`src/hw/rtl/w3nlw_pkg.sv`:
```
`timescale 1ns / 1ps
// ----------------------------------------------------------------------------
// WENO3 non-uniform linear weights: shared package
// Widths, defaults and the direction codes.
// ----------------------------------------------------------------------------
package w3nlw_pkg;
    localparam int FRAC_BITS_DEF   = 24;
    localparam int COORD_WIDTH_DEF = 32;

    // Direction codes.
    localparam logic OP_PLUS  = 1'b0;
    localparam logic OP_MINUS = 1'b1;
endpackage

```
`src/hw/rtl/w3nlw_front.sv`:
```
`timescale 1ns / 1ps
// ----------------------------------------------------------------------------
// WENO3 weights front end
// Forms the widths, numerators and total, and checks for a degenerate stencil.
// Two register stages.
// ----------------------------------------------------------------------------
module w3nlw_front #(
    parameter int CW = w3nlw_pkg::COORD_WIDTH_DEF
) (
    input  logic                 i_clk,
    input  logic                 i_rst_n,
    input  logic                 i_valid,
    input  logic                 i_op,
    input  logic signed [CW-1:0] i_p0,
    input  logic signed [CW-1:0] i_p1,
    input  logic signed [CW-1:0] i_p2,
    input  logic signed [CW-1:0] i_p3,
    input  logic signed [CW-1:0] i_p4,
    output logic                 o_valid,
    output logic signed [CW+2:0] o_num0,
    output logic signed [CW+2:0] o_num1,
    output logic signed [CW+2:0] o_total,
    output logic                 o_degen
);
    import w3nlw_pkg::*;

    logic                 r_v1;
    logic signed [CW:0]   r_w0, r_w1, r_w2;
    logic                 r_op1;
    logic signed [CW:0]   n_w0, n_w1, n_w2;
    logic signed [CW+1:0] s01, s12;
    logic signed [CW+2:0] tot;

    // Stage 1: select the window and take the widths.
    always_comb begin
        if (i_op == OP_PLUS) begin
            n_w0 = (CW+1)'(i_p1) - (CW+1)'(i_p0);
            n_w1 = (CW+1)'(i_p2) - (CW+1)'(i_p1);
            n_w2 = (CW+1)'(i_p3) - (CW+1)'(i_p2);
        end else begin
            n_w0 = (CW+1)'(i_p2) - (CW+1)'(i_p1);
            n_w1 = (CW+1)'(i_p3) - (CW+1)'(i_p2);
            n_w2 = (CW+1)'(i_p4) - (CW+1)'(i_p3);
        end
    end

    always_ff @(posedge i_clk) begin
        if (!i_rst_n) begin
            r_v1 <= 1'b0;
        end else begin
            r_v1 <= i_valid;
        end
        r_w0  <= n_w0;
        r_w1  <= n_w1;
        r_w2  <= n_w2;
        r_op1 <= i_op;
    end

    // Stage 2: sums, numerators and the degenerate check.
    assign s01 = (CW+2)'(r_w0) + (CW+2)'(r_w1);
    assign s12 = (CW+2)'(r_w1) + (CW+2)'(r_w2);
    assign tot = (CW+3)'(s01) + (CW+3)'(r_w2);

    always_ff @(posedge i_clk) begin
        if (!i_rst_n) begin
            o_valid <= 1'b0;
        end else begin
            o_valid <= r_v1;
        end
        o_num0  <= (r_op1 == OP_PLUS) ? (CW+3)'(s01) : (CW+3)'(s12);
        o_num1  <= (r_op1 == OP_PLUS) ? (CW+3)'(r_w2) : (CW+3)'(r_w0);
        o_total <= tot;
        o_degen <= (r_w0 == '0) || (r_w1 == '0) || (r_w2 == '0) ||
                   (s01 == '0) || (s12 == '0) || (tot == '0);
    end
endmodule

```
`config.mk`:
```
export PLATFORM = sky130hd
export DESIGN_NAME = w3nlw_front
export DESIGN_NICKNAME = d
export VERILOG_FILES = /design/src/hw/rtl/w3nlw_pkg.sv /design/src/hw/rtl/w3nlw_front.sv
export SDC_FILE = /design/constraint.sdc
export NUM_CORES = 1
export LEC_CHECK = 0
export BUFFER_PORTS_ARGS = -buffer_cell sky130_fd_sc_hd__buf_2
export CAP_MARGIN = 10
export CORE_MARGIN = 2
export CORE_UTILIZATION = 40
export CTS_CLUSTER_SIZE = 25
export DETAILED_ROUTE_END_ITERATION = 10
export HOLD_SLACK_MARGIN = 0.02
export PLACE_DENSITY = 0.55
export REMOVE_ABC_BUFFERS = 1
export SYNTH_ARGS = -nofsm -noshare
export SYNTH_HDL_FRONTEND = slang
export SYNTH_SLANG_ARGS = --single-unit
export TNS_END_PERCENT = 5
```
`constraint.sdc`:
```
create_clock -name i_clk -period 5.7 [get_ports i_clk]
set_input_delay 1.14 -clock i_clk [delete_from_list [all_inputs] [get_ports i_clk]]
set_output_delay 1.14 -clock i_clk [all_outputs]
set_load 0.02 [all_outputs]
```
Word level (Yosys, flattened, before mapping):

Cells that the tools add are included.

* bits in registers: 208
* output and inout port bits: 107
* word-level logic and storage cells: 33

* reductions and logical operators: 11
* multiplexer cells: 5
* add/subtract/negate cells: 7

Operators by type and width (number)
* 32-bit by 32-bit subtractor with 33-bit output: 4
* 33-bit logical NOT: 3
* 33-bit 2-to-1 mux: 3
* 35-bit 2-to-1 mux: 2
* 33-bit by 33-bit adder with 34-bit output: 2
* 34-bit logical NOT: 2
* 34-bit by 33-bit adder with 35-bit output: 1
* 35-bit logical NOT: 1
* 1-bit logical OR: 5

Depth between registers and ports, before layout:

* depth after elaboration: 6
* mapped depth: 23

Worst setup path after synthesis:

No wires, ideal clock.

* path kind: reg-to-reg
* start: register r_w0[12]
* end: register o_degen
* arrival: 4.738 ns
* slack: 0.905 ns
* required time: 5.642 ns
* buffers on the path: 1
* stages on the path, launching flop included: 22
* cells stage by stage: dfxtp_1 -> ha_1 -> a21o_1 -> a21oi_1 -> a21bo_2 -> a31oi_1 -> o31a_1 -> o21ai_1 -> a31o_2 -> and3b_1 -> or2_2 -> ha_1 -> clkbuf_1 -> inv_1 -> a2111o_1 -> a2111oi_0 -> nor4b_1 -> nand4bb_1 -> nor4_1 -> nand4b_1 -> o41ai_1 -> or3b_1

* cells in the longest elaborated chain, start to end: 6

Ends and longest elaborated chain
* start, declared: RTL line w3nlw_front.sv:28 `logic signed [CW:0] r_w0, r_w1, r_w2;`
* start signal, assigned: RTL line w3nlw_front.sv:53 `r_w0 <= n_w0;`
* branches (longest 5 deep; another with 34-bit by 33-bit adder with 35-bit output)
* 1-bit logical OR *: RTL line w3nlw_front.sv:74 `(s01 == '0) || (s12 == '0) || (tot == '0);`
* end signal, assigned: RTL line w3nlw_front.sv:73 `o_degen <= (r_w0 == '0) || (r_w1 == '0) || (r_w2 == '0) ||`
* end, declared: RTL line w3nlw_front.sv:23 `output logic o_degen`

Mark *: on every way between the ends.
A chain may end at the register's enable or synchronous reset.

Final worst setup path:

* start: register r_w0[0]
* end: register o_degen

RTL lines
* 33-bit by 33-bit adder with 34-bit output: RTL line w3nlw_front.sv:60 `assign s01 = (CW+2)'(r_w0) + (CW+2)'(r_w1);`
* 34-bit by 33-bit adder with 35-bit output: RTL line w3nlw_front.sv:62 `assign tot = (CW+3)'(s01) + (CW+3)'(r_w2);`
* named net tot[26]: RTL line w3nlw_front.sv:32 `logic signed [CW+2:0] tot;`
* 35-bit logical NOT: RTL line w3nlw_front.sv:74
* 1-bit logical OR: RTL line w3nlw_front.sv:74

The timed path passes the listed nets, and every way through them passes these cells.

==> impl_metrics.env <==
export IMPL_ys_flop_type="dfxtp_1"
export IMPL_track_usage=0.258
export IMPL_cts_clk_slew_worst_paths_ns=0.06
export IMPL_power_w=0.0109
export IMPL_path_cells="ha_1 > fa_1 > a211o_1 > a21o_1 > o21a_1 > o21a_1 > xnor2_2 > ha_1 > nand3_1 > o221ai_1 > a21oi_2 > or3_1 > a311oi_2 > nor4_1 > o31ai_2 > xnor2_1 > a21o_1 > o41ai_2 > or3b_1"
export IMPL_seq_area_frac_synth=0.216
export IMPL_drc=0
export IMPL_tightest_slew_ns=1.02
export IMPL_htreeDepth=1
export IMPL_final_common_cell="buf_2"
export IMPL_overflow=0
export IMPL_synth_avg_cell_area_um2=7.84
export IMPL_slew_violations=0
export IMPL_yosysUniqueCellTypes=86
export IMPL_clockBufferDepth=3
export IMPL_timing_hold_ws_ns=0.434
export IMPL_grt_pass1_vias=18100
export IMPL_cts_root_buffer="clkbuf_16"
export IMPL_drive_above_1_share=0.166
export IMPL_crit_type="register to register"
export IMPL_die_width_um=222
export IMPL_ios=271
export IMPL_vias=18700
export IMPL_min_period_ns=5.41
export IMPL_fillerInstances=4713
export IMPL_leakage_nw=10.5
export IMPL_p_per_area_mw_per_mm2=499
export IMPL_status="finished clean"
export IMPL_finClkSkew_ns=0.0118
export IMPL_synth_seq_cells=205
export IMPL_routedWlPerCell_um=19.9
export IMPL_synth_area_mm2=0.0190
export IMPL_start_util=0.406
export IMPL_nets=3090
export IMPL_antenna_left=0
export IMPL_finalHoldViolations=0
export IMPL_diodes=0
export IMPL_setup_violations=0
export IMPL_cts_sinks=205
export IMPL_layout_common_cells="269 x buf_2, 233 x ha_1, 213 x inv_1"
export IMPL_crit_path_top_delay_cell="fa_1"
export IMPL_die_area_mm2=0.0493
export IMPL_dp_hpwl_mm=56.3
export IMPL_cp_arrival_ns=5.82
export IMPL_routabilityCongestion=0.988
export IMPL_worstPathRequired_ns=6.11
export IMPL_viasPerCell=5.66
export IMPL_cts_tree="done"
export IMPL_yosysTopAreaCell="dfxtp_1"
export IMPL_drt_iter0_drc=1244
export IMPL_area_growth_pct=14.7
export IMPL_numCtsBuffers=21
export IMPL_max_stage_delay_ns=0.44
export IMPL_ir_drop_mv=0.184
export IMPL_grt_pass1_wl_mm=100
export IMPL_first_pass_iters=5
export IMPL_end_kind="register"
export IMPL_core_mm2=0.0468
export IMPL_final_util=0.466
export IMPL_synth_edf_count=0
export IMPL_fp_dieH_um=222
export IMPL_wirelength_mm=65.9
export IMPL_synth_area_leaders="dfxtp_1 22%, ha_1 15%, a21oi_1 5.2%, inv_1 4.2%, o21ai_0 4.2%"
export IMPL_grt_start_max_net_pins=67
export IMPL_slew_headroom=0.315
export IMPL_std_cell_rows=79
export IMPL_worstSkewPairLatency_ns=0.54
export IMPL_regArea_mm2=0.00411
export IMPL_fin_crit_sh=0.950
export IMPL_drv_cap=0
export IMPL_start_kind="register"
export IMPL_ys_warn_count=0
export IMPL_clock_fmax_mhz=185
export IMPL_synthCells=2425
export IMPL_synth_top_area_share=0.216
export IMPL_port_buffers=270
export IMPL_cp_max_fo=6
export IMPL_multi_input_area_mm2=0.0139
export IMPL_async_flop_share=0
export IMPL_hold_class="register to register"
export IMPL_antenna_found_initial=1
==> area by class of cell <==
class	instances	area share
multi-input cells	1952	0.640
flip-flops and latches	205	0.188
repair buffers	292	0.0697
inverters	214	0.0368
well taps	607	0.0348
clock buffers	27	0.0265
clock inverters	10	0.00425
==> per-stage QoR <==
stage	area [um^2]	TNS, ns	std cells	worst slack (ns)
floorplan	18800	0	2371	0.941
finish	21800	0	3307	0.287
global placement	21000	0	3268	0.139
global route	21800	-0.0111	3307	-0.0111
CTS	21700	0	3305	0.00603
detailed placement	21000	0	3268	0.0651
==> report_power, final <==
part | internal [W] | total [W] | switching [W]
clock | 0.000766 | 0.00135 | 0.000580
combinational | 0.00275 | 0.00725 | 0.00450
sequential | 0.00194 | 0.00227 | 0.000328
total | 0.00546 | 0.0109 | 0.00541
==> state kept, by name (all words and copies together), names as in the netlist <==
register	flops
r_w1	33
r_w2	33
r_v1	1
o_degen	1
o_num1	33
o_valid	1
r_w0	33
r_op1	1
o_num0	34
o_total	35
==> kinds of logic after synthesis <==
kind of cell / after synthesis / share of synthesized area
XOR/XNOR: 139 / 0.0641
multiplexers: 83 / 0.0481
AO/OA/AOI/OAI: 767 / 0.266
adder cells (fa/ha/maj): 240 / 0.161
AND/OR/NAND/NOR: 723 / 0.191
buffers and inverters: 268 / 0.0540
flip-flops: 205 / 0.216
==> synth_stat cells, drive strengths merged (7+ instances only) <==
cell      n
and2     29
a211oi   32
o31a      8
or2      15
o311ai   11
o22ai     7
a221oi    9
ha      233
o21a     38
a21o     97
a21boi   13
o21ai   165
xnor2    87
nor2    152
nand4    27
nand2   193
o211ai   20
and3     34
a31oi    31
inv     214
nand3    49
o21bai   20
or3      27
mux2i    16
fa        7
nor4     35
clkbuf   36
a311oi    8
o31ai    24
nor3     47
nor3b     9
a211o    14
mux2     67
nand2b   41
nor2b    32
a31o      7
dfxtp   205
a21oi   200
buf      18
xor2     52
==> routing by layer <==
metal  wire length [um]  up-vias  global-route usage
met1              31600     8721               0.361
met4               2490        0              0.0966
met2              28800      526               0.415
met5                  0        -                   0
li1                   -     9382                   -
met3               3030       83              0.0188
==> timing repair <==
| item | 4_1_cts | 5_1_grt |
|---|---|---|
| buffers inserted | 0 | 2 |
| resized for setup | 0 | 17 |
| hold buffers | 0 | 0 |
| endpoints found under the setup margin | 0 | 1 |
==> final timing paths <==
check / from / to / slack [ns] / depth (start not counted)
min: r_v1 / o_valid / 0.43 / 1
min reg2reg: r_v1 / o_valid / 0.43 / 1
max reg2reg: r_w0[0] / o_degen / 0.29 / 19
max: r_w0[0] / o_degen / 0.29 / 19
==> worst max-delay path: cells and delay by family (launching register included) <==
| kind | cells | cell delay (ns) |
|---|---|---|
| AOI/OAI and AO/OA | 10 | 2.51 |
| and+or+nand+nor | 4 | 1.01 |
| DFF | 1 | 0.33 |
| xor gates and xnor gates | 2 | 0.36 |
| adders and majority gates | 3 | 1.07 |
(Power assumes the default switching activity.)
